===== config.mk =====
export PLATFORM = sky130hd
export DESIGN_NAME = gpio_pin_register_block_unit
export DESIGN_NICKNAME = d
export VERILOG_FILES = /design/src/hw/rtl/gprb_pkg.sv /design/src/hw/rtl/gprb_regfile.sv /design/src/hw/rtl/gpio_pin_register_block_unit.sv
export VERILOG_INCLUDE_DIRS = /design/src /design/src/hw/rtl
export SDC_FILE = /design/constraint.sdc
export NUM_CORES = 1
export LEC_CHECK = 0
export BUFFER_PORTS_ARGS = -buffer_cell sky130_fd_sc_hd__clkbuf_2
export CORE_MARGIN = 3
export CORE_UTILIZATION = 30
export CTS_CLUSTER_SIZE = 10
export DETAILED_ROUTE_END_ITERATION = 8
export HOLD_SLACK_MARGIN = 0.03
export SLEW_MARGIN = 15
export SYNTH_ARGS = -nofsm -noshare
export SYNTH_HDL_FRONTEND = slang
export SYNTH_SLANG_ARGS = --single-unit

===== constraint.sdc =====
create_clock -name clk -period 6.4 [get_ports clk]
set_input_delay 0.32 -clock clk [delete_from_list [all_inputs] [get_ports clk]]
set_output_delay 0.32 -clock clk [all_outputs]
set_load 0.03 [all_outputs]

===== src/hw/rtl/gpio_pin_register_block_unit_defines.svh =====
// ----------------------------------------------------------------------------
// GPIO pin register block - assertion macros
// Clocked assertion helpers shared by the RTL; empty for synthesis.
// ----------------------------------------------------------------------------
`ifndef GPIO_PIN_REGISTER_BLOCK_UNIT_DEFINES_SVH
`define GPIO_PIN_REGISTER_BLOCK_UNIT_DEFINES_SVH

`ifndef SYNTHESIS
// prop must hold at every rising edge outside reset
`define GPRB_ASSERT(label, clk, rst_n, prop) \
    label: assert property (@(posedge clk) disable iff (!rst_n) (prop)) \
        else $error("assertion failed");
// cond must never be true at a rising edge outside reset
`define GPRB_NEVER(label, clk, rst_n, cond) \
    label: assert property (@(posedge clk) disable iff (!rst_n) !(cond)) \
        else $error("forbidden condition seen");
`else
`define GPRB_ASSERT(label, clk, rst_n, prop)
`define GPRB_NEVER(label, clk, rst_n, cond)
`endif

`endif


===== src/hw/rtl/gprb_pkg.sv =====
// ----------------------------------------------------------------------------
// GPIO pin register block - package
// Transfer payload types, word offsets and field constants.
// ----------------------------------------------------------------------------
package gprb_pkg;

    localparam int DATA_W        = 32;
    localparam int PORT_PINS     = 28;
    localparam int FSEL_WORDS    = 3;
    localparam int PINS_PER_WORD = 10;
    localparam int FSEL_BITS     = 3;
    localparam int FSEL_WIDTH    = PINS_PER_WORD * FSEL_BITS;

    // access kind
    localparam logic ACT_READ  = 1'b0;
    localparam logic ACT_WRITE = 1'b1;

    // word offsets
    localparam logic [3:0] WORD_FSEL0 = 4'd0;
    localparam logic [3:0] WORD_FSEL1 = 4'd1;
    localparam logic [3:0] WORD_FSEL2 = 4'd2;
    localparam logic [3:0] WORD_SET   = 4'd7;
    localparam logic [3:0] WORD_CLEAR = 4'd10;
    localparam logic [3:0] WORD_LEVEL = 4'd13;

    // function select codes
    localparam logic [FSEL_BITS-1:0] CODE_INPUT  = 3'b000;
    localparam logic [FSEL_BITS-1:0] CODE_OUTPUT = 3'b001;

    typedef struct packed {
        logic                 action;
        logic [3:0]           word_index;
        logic [DATA_W-1:0]    write_data;
        logic [PORT_PINS-1:0] pin_inputs;
    } gprb_req_t;

    typedef struct packed {
        logic [DATA_W-1:0]    read_data;
        logic [PORT_PINS-1:0] pin_drive;
        logic [PORT_PINS-1:0] pin_output_enable;
    } gprb_rsp_t;

endpackage


===== src/hw/rtl/gprb_regfile.sv =====
// ----------------------------------------------------------------------------
// GPIO pin register block - register file
// Function select words and output latch, with the access decode.
// ----------------------------------------------------------------------------
module gprb_regfile #(
    parameter int PIN_COUNT = 28
) (
    input  logic               clk,
    input  logic               rst_n,
    input  logic               accept,
    input  gprb_pkg::gprb_req_t req,
    output gprb_pkg::gprb_rsp_t rsp
);
    import gprb_pkg::*;

    logic [FSEL_WORDS-1:0][FSEL_WIDTH-1:0] fsel_reg, fsel_next;
    logic [PIN_COUNT-1:0]                  latch_reg, latch_next;
    logic [PIN_COUNT-1:0]                  oe_now, oe_next, level;
    logic [PIN_COUNT-1:0]                  ext;
    logic [PIN_COUNT-1:0]                  wdata;
    logic [DATA_W-1:0]                     ext32, latch32, oe32, rdata;

    // stored bits of a function select word: fields of existing pins only
    function automatic logic [FSEL_WIDTH-1:0] fsel_mask(input int w);
        logic [FSEL_WIDTH-1:0] m;
        m = '0;
        for (int k = 0; k < PINS_PER_WORD; k++) begin
            if (w * PINS_PER_WORD + k < PIN_COUNT) begin
                m[k*FSEL_BITS +: FSEL_BITS] = '1;
            end
        end
        return m;
    endfunction

    function automatic logic [PIN_COUNT-1:0] enables(
        input logic [FSEL_WORDS-1:0][FSEL_WIDTH-1:0] f
    );
        logic [DATA_W-1:0] o;
        o = '0;
        for (int w = 0; w < FSEL_WORDS; w++) begin
            for (int k = 0; k < PINS_PER_WORD; k++) begin
                if (f[w][k*FSEL_BITS +: FSEL_BITS] == CODE_OUTPUT) begin
                    o[w*PINS_PER_WORD + k] = 1'b1;
                end
            end
        end
        return o[PIN_COUNT-1:0];
    endfunction

    assign ext32 = DATA_W'(req.pin_inputs);
    assign ext   = ext32[PIN_COUNT-1:0];
    assign wdata = req.write_data[PIN_COUNT-1:0];

    always_comb
    begin
        fsel_next  = fsel_reg;
        latch_next = latch_reg;
        if (req.action == ACT_WRITE) begin
            case (req.word_index)
                WORD_FSEL0: fsel_next[0] = req.write_data[FSEL_WIDTH-1:0] & fsel_mask(0);
                WORD_FSEL1: fsel_next[1] = req.write_data[FSEL_WIDTH-1:0] & fsel_mask(1);
                WORD_FSEL2: fsel_next[2] = req.write_data[FSEL_WIDTH-1:0] & fsel_mask(2);
                WORD_SET:   latch_next   = latch_reg | wdata;
                WORD_CLEAR: latch_next   = latch_reg & ~wdata;
                default:    ;
            endcase
        end
    end

    assign oe_now  = enables(fsel_reg);
    assign oe_next = enables(fsel_next);
    assign level   = (latch_reg & oe_now) | (ext & ~oe_now);

    always_comb
    begin
        rdata = '0;
        if (req.action == ACT_READ) begin
            case (req.word_index)
                WORD_FSEL0: rdata = DATA_W'(fsel_reg[0]);
                WORD_FSEL1: rdata = DATA_W'(fsel_reg[1]);
                WORD_FSEL2: rdata = DATA_W'(fsel_reg[2]);
                WORD_LEVEL: rdata = DATA_W'(level);
                default:    rdata = '0;
            endcase
        end
    end

    assign latch32 = DATA_W'(latch_next);
    assign oe32    = DATA_W'(oe_next);

    assign rsp.read_data         = rdata;
    assign rsp.pin_drive         = latch32[PORT_PINS-1:0];
    assign rsp.pin_output_enable = oe32[PORT_PINS-1:0];

    always_ff @(posedge clk or negedge rst_n)
    begin
        if (!rst_n) begin
            fsel_reg  <= '0;
            latch_reg <= '0;
        end else if (accept) begin
            fsel_reg  <= fsel_next;
            latch_reg <= latch_next;
        end
    end

endmodule


===== src/hw/rtl/gpio_pin_register_block_unit.sv =====
// ----------------------------------------------------------------------------
// GPIO pin register block - top level
// Word-addressed pin controller: function select, set/clear latch, levels.
// ----------------------------------------------------------------------------
// Usage:
//   req channel (req_valid / req_stall / req) carries one bus access per
//   transfer: action, word_index, write_data and the sampled pin_inputs.
//   rsp channel (rsp_valid / rsp_stall / rsp) returns one result per access:
//   read_data (zero for writes), plus pin_drive and pin_output_enable as
//   they stand after the access.
//   Result path: registered in the output slot, or in the skid slot when held.
//   Throughput: one access per cycle while req_stall is low; the decode and register
//   update are a single level of masks and muxes in front of the result register.
//   Stall: a result held by rsp_stall does not block the next request; it
//   lands in a one-entry skid buffer, and only when that buffer is full is
//   req_stall raised (it is a registered signal).
//   Reset: rst_n clears all function select codes (every pin an input), the
//   output latch and the valid flags of both result slots. There is no clearing pass.
// ----------------------------------------------------------------------------
`include "gpio_pin_register_block_unit_defines.svh"

module gpio_pin_register_block_unit #(
    parameter int PIN_COUNT = 28
) (
    input  logic                clk,
    input  logic                rst_n,
    input  logic                req_valid,
    output logic                req_stall,
    input  gprb_pkg::gprb_req_t req,
    output logic                rsp_valid,
    input  logic                rsp_stall,
    output gprb_pkg::gprb_rsp_t rsp
);
    import gprb_pkg::*;

    gprb_rsp_t result;
    gprb_rsp_t out_reg, out_next;
    gprb_rsp_t skid_reg, skid_next;
    logic      out_valid_reg, out_valid_next;
    logic      skid_valid_reg, skid_valid_next;
    logic      accept;
    logic      out_free;

    // a request transfers whenever the skid slot is empty
    assign req_stall = skid_valid_reg;
    assign accept    = req_valid && !skid_valid_reg;

    gprb_regfile #(
        .PIN_COUNT (PIN_COUNT)
    ) u_regs (
        .clk    (clk),
        .rst_n  (rst_n),
        .accept (accept),
        .req    (req),
        .rsp    (result)
    );

    // output slot frees up when empty or when its transfer completes
    assign out_free = !out_valid_reg || !rsp_stall;

    always_comb
    begin
        out_next        = out_reg;
        out_valid_next  = out_valid_reg;
        skid_next       = skid_reg;
        skid_valid_next = skid_valid_reg;
        if (out_free) begin
            if (skid_valid_reg) begin
                // drain held result first; no request is taken this cycle
                out_next        = skid_reg;
                out_valid_next  = 1'b1;
                skid_valid_next = 1'b0;
            end else if (accept) begin
                out_next       = result;
                out_valid_next = 1'b1;
            end else begin
                out_valid_next = 1'b0;
            end
        end else if (accept) begin
            // receiver stalled: park the new result
            skid_next       = result;
            skid_valid_next = 1'b1;
        end
    end

    always_ff @(posedge clk or negedge rst_n)
    begin
        if (!rst_n) begin
            out_valid_reg  <= 1'b0;
            skid_valid_reg <= 1'b0;
        end else begin
            out_valid_reg  <= out_valid_next;
            skid_valid_reg <= skid_valid_next;
        end
    end

    // payload slots carry no reset
    always_ff @(posedge clk)
    begin
        out_reg  <= out_next;
        skid_reg <= skid_next;
    end

    assign rsp_valid = out_valid_reg;
    assign rsp       = out_reg;

    // skid only fills behind a held output
    `GPRB_NEVER(a_skid_without_out, clk, rst_n, skid_valid_reg && !out_valid_reg)
    // an accepted request behind a stalled result must be parked
    `GPRB_ASSERT(a_park_on_stall, clk, rst_n, (out_valid_reg && rsp_stall && accept) |=> skid_valid_reg)
    // a parked result moves forward as soon as the output transfers
    `GPRB_ASSERT(a_skid_drain, clk, rst_n, (skid_valid_reg && !rsp_stall) |=> (out_valid_reg && !skid_valid_reg))
    // an accepted request always leaves the output valid next cycle
    `GPRB_ASSERT(a_result_follows, clk, rst_n, accept |=> out_valid_reg)

endmodule

==> Word-level counts from Yosys, hierarchy flattened <==
Cells that the tools add are included.
{ "word_totals": {"mem_bits_rw": 0, "mem_bits_ro": 0, "mem_count": 0, "inputBits": 69, "out_inout_bits": 90, "word_cells": 161, "latch_bits": 0, "regBits": 290} }
{ "op_classes": {"n_eq_ne": 61, "addsub": 0, "bitwise": 8, "n_lt_le_gt_ge": 0, "n_reduce_logical": 10, "n_mul": 0, "shift": 0, "muxes": 70, "div_mod_pow": 0} }
{ "ops": {"columns": ["op", "n"], "rows": [
  ["88-bit 2-to-1 mux", 2],
  ["3-bit by 1-bit == test with 1-bit output, second input constant", 56],
  ["30-bit case mux with 4 select lines", 1],
  ["28-bit AND", 3],
  ["84-bit 2-to-1 mux", 1],
  ["1-bit 2-to-1 mux", 60],
  ["30-bit 2-to-1 mux", 2],
  ["28-bit inverter", 2],
  ["28-bit OR", 2],
  ["28-bit case mux with 2 select lines", 1],
  ["32-bit 2-to-1 mux", 1],
  ["28-bit 2-to-1 mux", 1],
  ["24-bit 2-to-1 mux", 1],
  ["4-bit == test, second input constant", 2],
  ["4-bit by 1-bit == test with 1-bit output, second input constant", 1],
  ["4-bit by 2-bit == test with 1-bit output, second input constant", 1],
  ["4-bit by 3-bit == test with 1-bit output, second input constant", 1],
  ["4-bit logical NOT", 1],
  ["2-bit AND reduction", 2],
  ["2-bit nonzero test", 2],
  ["1-bit logical NOT", 3],
  ["1-bit logical AND", 1],
  ["1-bit logical OR", 1],
  ["1-bit inverter", 1]
]} }

==> Depth between registers and ports, before layout <==
Gate-level depths: netlist of run 1.
{ "logic_depth": {"ltp_word": 9, "mapped_depth": 7, "ltp_nobuf": 4} }

==> Cells and area by module <==
Synthesis of run 1 repeated with hierarchy kept, for this count alone.
{ "hier_totals": {"hier_cells": 883, "hier_area_um2": 12889.9} }
{ "modules_own_cells": {"columns": ["mod", "area_per_inst_um2", "instances", "seq_area_each_um2", "cells_each"], "rows": [
  ["gpio_pin_register_block_unit", 6470.0, 1, 5335.1, 281],
  ["gprb_regfile", 6419.9, 1, 2802.7, 602]
]} }

==> Worst setup path before layout of run 1 <==
OpenSTA, ideal clock, no wires.
{ "synth_path": {"path_type": "register -> register", "start": "reg skid_valid_reg (netlist: req_stall)", "end": "reg out_reg (netlist bit rsp[0]), enable pin", "stages_incl_launch_ff": 5, "t_required_ns": 5.841, "t_arrival_ns": 5.290, "setup_time_ns": 0.559, "setup_slack_ns": 0.551, "n_path_buf": 2, "synth_period_minus_slack_ns": 5.849, "path_cell_list": "dfrtp_1 -> buf_2 -> clkbuf_1 -> nor2_1 -> a21oi_1"} }
{ "synth_via": {"elab_chain_len": 4} }
{ "synth_rtl": {"columns": ["item", "line", "source"], "rows": [
  ["from (decl)", "gpio_pin_register_block_unit.sv:40", "logic skid_valid_reg, skid_valid_next;"],
  ["from (signal assigned)", "gpio_pin_register_block_unit.sv:93", "skid_valid_reg <= skid_valid_next;"],
  ["1-bit logical NOT", "gpio_pin_register_block_unit.sv:46", "assign accept = req_valid && !skid_valid_reg;"],
  ["1-bit logical AND", "gpio_pin_register_block_unit.sv:46", null],
  ["2-bit nonzero test (no line) *", null, null],
  ["2-bit AND reduction (no line) *", null, null],
  ["to (signal assigned)", "gpio_pin_register_block_unit.sv:100", "out_reg <= out_next;"],
  ["to (decl)", "gpio_pin_register_block_unit.sv:37", "gprb_rsp_t out_reg, out_next;"]
]} }
Every way passes the cells marked *; elsewhere a longest branch is shown, timed or not.
A chain may end at the register's enable or synchronous reset.

==> Worst setup path after layout of run 1 <==
{ "layout_path": {"start": "reg skid_valid_reg (netlist: req_stall)", "end": "reg skid_reg[70] (netlist bit), enable pin"} }
{ "layout_via": {"elab_chain_len": 3} }
{ "layout_rtl": {"columns": ["item", "line", "source"], "rows": [
  ["1-bit logical NOT", "gpio_pin_register_block_unit.sv:46", null],
  ["1-bit logical AND", "gpio_pin_register_block_unit.sv:46", null],
  ["2-bit AND reduction (no line)", null, null],
  ["to (signal assigned)", "gpio_pin_register_block_unit.sv:101", "skid_reg <= skid_next;"],
  ["to (decl)", "gpio_pin_register_block_unit.sv:38", "gprb_rsp_t skid_reg, skid_next;"]
]} }
Every way passes these cells.

==> results of run 1 <==
## what timing repair did
action                                 4_1_cts  5_1_grt
resized for setup                            0        0
endpoints found under the hold margin       36        0
hold buffers                                 1        0
## cell type report
| class | count | area share (%) |
|---|---|---|
| flip-flops and latches | 286 | 52.1 |
| multi-input cells | 604 | 30.4 |
| clock buffers | 58 | 6.52 |
| repair buffers | 173 | 5.97 |
| well taps | 577 | 4.69 |
| clock inverters | 4 | 0.236 |
| diodes | 6 | 0.0975 |
| inverters | 1 | 0.0244 |
## power breakdown
group          switching, mW  internal [mW]
registers              0.162           2.23
clock network          0.753           1.07
logic                  0.462          0.332
## through the flow
| step | instances | worst slack (ns) | cell area [sq um] | hold WS, ns | utilization, % |
|---|---|---|---|---|---|
| 6_report | 1709 | 3.48 | 15400 | 0.0844 | 36.4 |
| 5_1_grt | 1708 | 3.31 | 15400 | 0.0843 | 36.4 |
| 4_1_cts | 1703 | 3.42 | 15400 | 0.0611 | 36.3 |
| 3_5_place_dp | 1640 | 3.36 | 14300 | 0.338 | 33.8 |
| 3_3_place_gp | 1640 | 3.41 | 14300 | 0.334 | 33.8 |
| 2_1_floorplan | 953 | 0.551 | 13000 | 0.0244 | - |
## logic make-up after synthesis
logic type      Yosys count  synth area share (%)
simple gates            250                  9.44
other cells               1                0.0289
compound gates          155                  9.61
buf+inv                  63                  2.58
mux                     197                  16.6
flops                   286                  61.7
## critical path, delay by kind of cell (launching register included)
kind | cells | cell delay, ns
buffers and inverters | 2 | 1.09
DFF | 1 | 0.70
and+or+nand+nor | 2 | 0.68
## worst paths after layout
check	startpoint	to	slack, ns
setup / recovery	req_stall	skid_reg[70]	3.48
hold / removal	req[57]	u_regs.fsel_reg[59]	0.08
setup reg to reg	req_stall	skid_reg[70]	3.48
hold reg to reg	skid_reg[56]	rsp[56]	0.53
max in group asynchronous	rst_n	u_regs.latch_reg[22]	4.60
min in group asynchronous	rst_n	u_regs.fsel_reg[4]	0.32
## synth_stat cells, types with 9 or more instances
master    number
nand3_1       30
nor2_1        60
clkbuf_1      20
o21ai_1        9
a22oi_1       23
o221a_2       23
edfxtp_1     172
mux2i_1       51
nor3b_1       28
o21ai_0       24
a22o_1        60
buf_4         11
nand2_1      108
buf_2         28
mux2_2       139
dfrtp_1      114
## per-layer routing
layer / global-route usage (%) / wire (um) / vias to the layer above
met5: 0 / 79 / -
met4: 6.34 / 1280 / 12
met3: 4.18 / 2340 / 74
met2: 24.5 / 16900 / 239
met1: 21.4 / 16500 / 4345
li1: - / - / 3903
==> results.cfg, run 1 <==
[outcome]
status = finished, final reports clean

[synthesis]
ys_warn_count = 0
synth_top_cell_by_area = edfxtp_1
synth_edf_count = 172
ys_ff_latch = 286
yosysUniqueCellTypes = 40
synth_sequential_area_ratio_pct = 61.7
syn_avg_cell_area_sq_um = 13.6
synth_top_area_share_pct = 39.8
netlist_instances = 952
async_flop_share_pct = 39.9
ys.flop_type = edfxtp_1
ys_top_cells_by_area = edfxtp_1 40%, dfrtp_1 22%, mux2_2 12%
netlist_area_sq_um = 13000

[timing]
skew_ns = 0.0278
worst_pin_slew_ns = 1.06
fin_crit_ns = 2.92
hold_viol_final = 0
fin_setup_tns_ns = 0
maxSlewHeadroom_pct = 29.0
rsz0062_at_grt = no
maxSlewViolCount = 0
fmax_mhz = 342
fin_crit_sh_pct = 45.7
finalSetupViolCount = 0

[die]
die_h_um = 214
die_w_um = 214
rows = 75
core_sq_um = 42300
dieArea_sq_um = 45800
start_util_pct = 30.7
io_pins = 159

[final_layout]
drive_gt1_share_pct = 34.5
seqCellArea_sq_um = 8020
layout.cells.most_common = edfxtp_1
syn2layout_area_growth_pct = 18.5
nFillCells = 4065
final_cell_mix = 172 x edfxtp_1, 153 x clkbuf_2, 139 x mux2_2
nets = 1170
multi_input_area_sq_um = 4670

[detailed_routing]
wl_per_cell_um = 21.7
via_per_inst = 5.02
drc_errors = 0
ant_nets = 0
routed_wirelength_mm = 37.1
drt_iter0_drc = 663
dr.pass1.iters = 5
dr_total_vias = 8573

[critical_path]
cp_slowest_cell = dfrtp_4
crit_required_ns = 6.55
crit_chain = nand2b_1 > nor2_4 > buf_4 > buf_4
reg2reg_depth = 4
critPathMaxStageDelay_ns = 0.70
critPathKind = register to register
critPathMaxFanout = 47
worst_ep_arrival_time_ns = 3.07
end_kind = register
startpoint_type = register
crit_path_frequent_cell = buf_4

[clocking]
ctsLongestPathBuffers = 3
clock_sinks = 286
clkTransAtPathRegs_ns = 0.06
cts-root-buf = clkbuf_16
cts_setup_buffers = 0
numCtsBuffers = 35
htree_levels = 2
cts_tree = done
insertion_delay_ns = 0.53

[power]
cellPowerDensity_nw_per_um2 = 326
vdd_drop_max_uv = 175
fin_total_pwr_mw = 5.01
total_leakage_power_nw = 6.12

[global_route]
grt_pass1_vias = 8587
overflow = 0
grt_pass1_wl_mm = 55.6
antenna_found_initial = 12
track_usage_pct = 15.9
grt_max_degree = 79

[placement]
port_buffers = 154
place_hpwl_mm = 25.0
gp_congestion = 0.832

[run]
maxCapViolCount = 0

[worst_hold_path]
hp-class = primary input to register
min_path_cells = 2
Power figures use the tool's default switching activity.
==> run 2: changes to the inputs <==
--- a/config.mk
+++ b/config.mk
@@ -6,6 +6,7 @@
 export SDC_FILE = /design/constraint.sdc
 export NUM_CORES = 1
 export LEC_CHECK = 0
+export ABC_AREA = 1
 export BUFFER_PORTS_ARGS = -buffer_cell sky130_fd_sc_hd__clkbuf_2
 export CORE_MARGIN = 3
 export CORE_UTILIZATION = 30
==> constraint.sdc (replaced) <==
create_clock -name clk -period 2.8 [get_ports clk]
set_input_delay 0.14 -clock clk [delete_from_list [all_inputs] [get_ports clk]]
set_output_delay 0.14 -clock clk [all_outputs]
set_load 0.03 [all_outputs]
==> results.cfg, run 2 <==
[detailed_routing]
via_per_inst = 5.08
drt_iter0_drc = 1394
ant_nets = 0
dr.pass1.iters = 5
dr_total_vias = 12500
wl_per_cell_um = 19.8
routed_wirelength_mm = 49.0
drc_errors = 0

[clocking]
ctsResizeCount = 0
clkTransAtPathRegs_ns = 0.06
ctsLongestPathBuffers = 3
cts-root-buf = clkbuf_16
hold_buffers = 13
clock_sinks = 286
cts_setup_buffers = 0
cts_tree = done
numCtsBuffers = 35
insertion_delay_ns = 0.52
htree_levels = 2

[synthesis]
netlist_instances = 1691
ys_ff_latch = 286
ys_top_cells_by_area = edfxtp_1 36%, dfrtp_1 20%, nand2_1 15%
synth_sequential_area_ratio_pct = 55.6
yosysUniqueCellTypes = 30
syn_avg_cell_area_sq_um = 8.53
synth_edf_count = 172
ys_warn_count = 0
ys.flop_type = edfxtp_1
netlist_area_sq_um = 14400
synth_top_cell_by_area = edfxtp_1
synthTopCellsByCount = 567 x nand2_1, 198 x nand3_1, 172 x edfxtp_1
synth_top_area_share_pct = 35.8
async_flop_share_pct = 39.9
synth.most_common_cell = nand2_1

[die]
core_sq_um = 47100
start_util_pct = 30.6
rows = 79
die_h_um = 225
dieArea_sq_um = 50700
die_w_um = 225
io_pins = 159

[global_route]
overflow = 0
antenna_found_initial = 2
grt_pass1_vias = 11800
track_usage_pct = 19.3
grt_max_degree = 109
grt_pass1_wl_mm = 74.5

[timing]
fmax_mhz = 514
finalSetupViolCount = 0
skew_ns = 0.0116
maxSlewViolCount = 0
fin_crit_sh_pct = 69.4
fin_setup_tns_ns = 0
worst_pin_slew_ns = 0.816
final.setup.worst_slack_ns = 0.856
hold_viol_final = 0
maxSlewHeadroom_pct = 45.6
hold-worst-slack_ns = 0.0608
rsz0062_at_grt = no
fin_crit_ns = 1.94

[critical_path]
critPathKind = register to register
critical-path-top-delay-family = buffers and inverters
crit_buf_inv = 2
cp_slowest_cell = dfrtp_2
crit_chain = buf_12 > nor2_1 > a21oi_4 > buf_12
worst_ep_arrival_time_ns = 2.10
startpoint_type = register
critPathMaxStageDelay_ns = 0.39
crit_path_frequent_cell = buf_12
end_kind = register
crit_required_ns = 2.95
critPathMaxFanout = 88

[placement]
dp_slack_ns = 0.717
port_buffers = 154
gp_congestion = 0.898
place_hpwl_mm = 34.3

[outcome]
status = finished, final reports clean

[final_layout]
final_cell_mix = 567 x nand2_1, 198 x nand3_1, 172 x edfxtp_1
layout.cells.most_common = nand2_1
seqCellArea_sq_um = 8020
drive_gt1_share_pct = 16.2
multi_input_area_sq_um = 5420
nets = 1903
nFillCells = 4787
syn2layout_area_growth_pct = 18.7

[run]
maxCapViolCount = 0

[power]
cellPowerDensity_nw_per_um2 = 751
vdd_drop_max_uv = 341
fin_total_pwr_mw = 12.9
total_leakage_power_nw = 7.37

[worst_hold_path]
hp-class = primary input to register
run 2: changes by cell type after synthesis, sizes merged, moves of 51 or more:
cell   before  now
mux2i      51    0
a22o       60    0
a31oi       0   54
nand2     108  567
mux2      146    0
inv         1  147
nand3      30  201
o21ai      33  176
run 2: logic make-up (layout without fill, tap and decap cells):
group           count (synthesis)  after routing  share of synthesized area, %
simple gates                  921            921                          28.4
flops                         286            286                          55.6
buf+inv                       246            413                          6.98
compound gates                237            237                          9.02
other cells                     1              5                        0.0260
run 2: tightest hold or removal path, stage by stage:
cell and delay [ns]:
clkbuf_2 0.19, nand2_1 0.13, a31oi_1 0.07
run 2: per-layer routing:
layer,part of all wire (%),global-route usage (%),vias to the layer above
li1,-,-,5972
met4,2.5,5.35,0
met2,45,30.1,483
met1,45,27.5,6010
met3,7.2,3.57,75
met5,0,0,-
run 2: final cells by class:
| type | instances | share of cell area, % |
|---|---|---|
| clock inverter | 2 | 0.205 |
| sequential | 286 | 46.8 |
| multi-input combinational | 1160 | 31.7 |
| inverter | 149 | 3.30 |
| timing repair buffer | 202 | 7.48 |
| tap | 607 | 4.44 |
| antenna | 3 | 0.0439 |
| clock buffer | 60 | 6.03 |
run 2: worst paths after layout:
kind                                startpoint                   to  slack [ns]  cells after the start
min                                    req[38]  u_regs.fsel_reg[10]        0.06                      3
min in group asynchronous                rst_n  u_regs.latch_reg[5]        0.28                      2
max                                  req_stall              rsp[70]        0.86                      4
max in group asynchronous                rst_n  u_regs.fsel_reg[80]        1.78                      3
max reg2reg                          req_stall              rsp[70]        0.86                      4
min reg2reg                u_regs.fsel_reg[28]  u_regs.fsel_reg[28]        0.49                      2
run 2: power by group:
group	internal (mW)	leakage [nW]	total [mW]	switching (mW)
Clock	2.58	0.513	4.32	1.74
Sequential	5.24	3.06	5.72	0.475
Combinational	0.835	3.80	2.82	1.98
run 2: through the flow:
step / area [sq um] / utilization, % / instances
after floorplan: 14400 / - / 1692
after global placement: 15900 / 33.8 / 2391
after detailed placement: 15900 / 33.8 / 2391
after CTS: 17100 / 36.4 / 2466
after global routing: 17100 / 36.4 / 2466
final: 17100 / 36.4 / 2469
==> run 3: changes to the inputs <==
--- a/config.mk
+++ b/config.mk
@@ -6,7 +6,7 @@
 export SDC_FILE = /design/constraint.sdc
 export NUM_CORES = 1
 export LEC_CHECK = 0
-export ABC_AREA = 1
+export ABC_AREA = 0
 export BUFFER_PORTS_ARGS = -buffer_cell sky130_fd_sc_hd__clkbuf_2
 export CORE_MARGIN = 3
 export CORE_UTILIZATION = 30
==> constraint.sdc (replaced) <==
create_clock -name clk -period 1.6 [get_ports clk]
set_input_delay 0.08 -clock clk [delete_from_list [all_inputs] [get_ports clk]]
set_output_delay 0.08 -clock clk [all_outputs]
set_load 0.03 [all_outputs]
==> results.cfg, run 3 (same netlist as run 1, synthesis figures left out) <==
[outcome]
status = finished, violations left
violations = negative setup slack

[timing]
hold_viol_final = 0
finalSetupViolCount = 176
rsz0062_at_grt = yes
fin_crit_ns = 1.71
final.setup.worst_slack_ns = -0.114
maxSlewViolCount = 0
hold-worst-slack_ns = 0.0764
skew_ns = 0.0113
worst_pin_slew_ns = 0.685
fin_crit_sh_pct = 107
fin_setup_tns_ns = -11.19
maxSlewHeadroom_pct = 54.2
fmax_mhz = 583

[die]
rows = 75
start_util_pct = 30.7
io_pins = 159
die_h_um = 214
core_sq_um = 42300
die_w_um = 214
dieArea_sq_um = 45800

[placement]
place_area_sq_um = 15500
place_hpwl_mm = 27.8
port_buffers = 154
gp_congestion = 0.899
dp_slack_ns = -0.273

[run]
maxCapViolCount = 0

[critical_path]
reg2reg_depth = 5
critical-path-top-delay-family = simple AND/OR/NAND/NOR gates
worst_ep_arrival_time_ns = 2.11
r2r_end = u_regs.fsel_reg[20]
crit_chain = nand2b_4 > buf_6 > buf_4 > or2_4 > mux2_2
path_depth = 5
critPathMaxFanout = 15
ff2ff_setup_slack_ns = -0.11
crit_required_ns = 2.00
regToRegStartpoint = req_stall
cp-endpoint = u_regs.fsel_reg[20]
startpoint_type = register
setup.worst_path.start = req_stall
critPathMaxStageDelay_ns = 0.47
crit_buf_inv = 2
critPathKind = register to register
cp_slowest_cell = dfrtp_4
end_kind = register

[global_route]
met3_usage_pct = 3.03
grt_use_met2_pct = 27.3
busiest_layer = met2
track_usage_pct = 17.3
grt_pass1_vias = 9611
antenna_found_initial = 2
overflow = 0
groute.layer.met1.usage_pct = 24.3
grt_max_degree = 59
grt_pass1_wl_mm = 61.0

[power]
total_leakage_power_nw = 7.34
vdd_drop_max_uv = 585
cellPowerDensity_nw_per_um2 = 1200

[detailed_routing]
via_per_inst = 4.98
wl_per_cell_um = 21.6
drt_iter0_drc = 748
ant_nets = 0
drc_errors = 0
dr.pass1.iters = 5
routed_wirelength_mm = 41.0
dr_total_vias = 9452

[final_layout]
nets = 1362
layout.cells.most_common = edfxtp_1
nFillCells = 3925
syn2layout_area_growth_pct = 35.8
drive_gt1_share_pct = 46.9
design_area_sq_um = 17600
final_cell_mix = 172 x edfxtp_1, 152 x clkbuf_2, 142 x buf_4

[worst_hold_path]
hp-class = primary input to register

[clocking]
cts-root-buf = clkbuf_16
htree_levels = 2
numCtsBuffers = 35
clock_sinks = 286
insertion_delay_ns = 0.51
clkTransAtPathRegs_ns = 0.06
ctsLongestPathBuffers = 3
cts_tree = done
run 3: cell types whose count changed in the layout (fill, tap and decap cells not counted), moves of 49 or more:
cell and delta:
mux2_2 +115, nand3_1 -168, o21ai_0 -65, nand2_1 -485, a31oi_1 -54, a22o_1 +60, mux2i_1 +49, buf_4 +114
o21ai_1 -72, inv_1 -122
run 3: timing repair:
action / 4_1_cts / 5_1_grt
gates resized for setup: 69 / 71
endpoints found under the hold margin: 229 / 0
cloned: 4 / 2
endpoints found under the setup margin: 160 / 157
pin swaps: 13 / 31
hold buffers: 34 / 0
buffers inserted: 10 / 16
run 3: area by class of cell:
cell class | instances | area [sq um] | area share, %
tap | 577 | 722 | 4.09
multi-input combinational | 606 | 5070 | 28.7
timing repair buffer | 363 | 2790 | 15.8
clock buffer | 61 | 1020 | 5.76
clock inverter | 2 | 10.0 | 0.0568
inverter | 1 | 3.75 | 0.0213
antenna | 1 | 2.50 | 0.0142
sequential | 286 | 8020 | 45.5
run 3: worst min path at each step:
stage / start / depth (start not counted) / slack (ns) / to
2_1_floorplan: rst_n / 0 / -0.22 / req_stall
6_report: req_valid / 4 / 0.08 / rsp_valid
4_1_cts: req_valid / 4 / 0.06 / rsp_valid
3_3_place_gp: rst_n / 1 / 0.02 / u_regs.latch_reg[19]
5_1_grt: req_valid / 4 / 0.09 / rsp_valid
3_5_place_dp: rst_n / 1 / 0.02 / u_regs.latch_reg[19]
run 3: routing by layer:
metal / share of wire [%] / routed length (um)
met5: 0 / 0
met2: 47 / 19100
met4: 3.2 / 1310
met3: 5.3 / 2170
met1: 45 / 18400
run 3: worst register-to-register path, delay by kind of cell (launching register included):
family	cells	cell delay (ns)
AND/OR/NAND/NOR	2	0.53
multiplexers	1	0.34
buffers and inverters	2	0.27
flip-flops	1	0.47
run 3: metrics by stage:
| stage | util (%) | instances | power (mW) |
|---|---|---|---|
| floorplan | - | 953 | 11.8 |
| global placement | 36.6 | 1769 | 13.4 |
| detailed placement | 36.6 | 1769 | 13.5 |
| CTS | 40.6 | 1878 | 21.1 |
| global route | 41.7 | 1896 | 22.0 |
| finish | 41.7 | 1897 | 21.1 |
run 3: power by group:
part           total, mW  switching (mW)  leakage [nW]  internal (mW)
Sequential          9.53           0.598          3.14           8.94
Clock               7.27            2.98         0.492           4.29
Combinational       4.33            2.21          3.70           2.11
Total               21.1            5.79          7.34           15.3
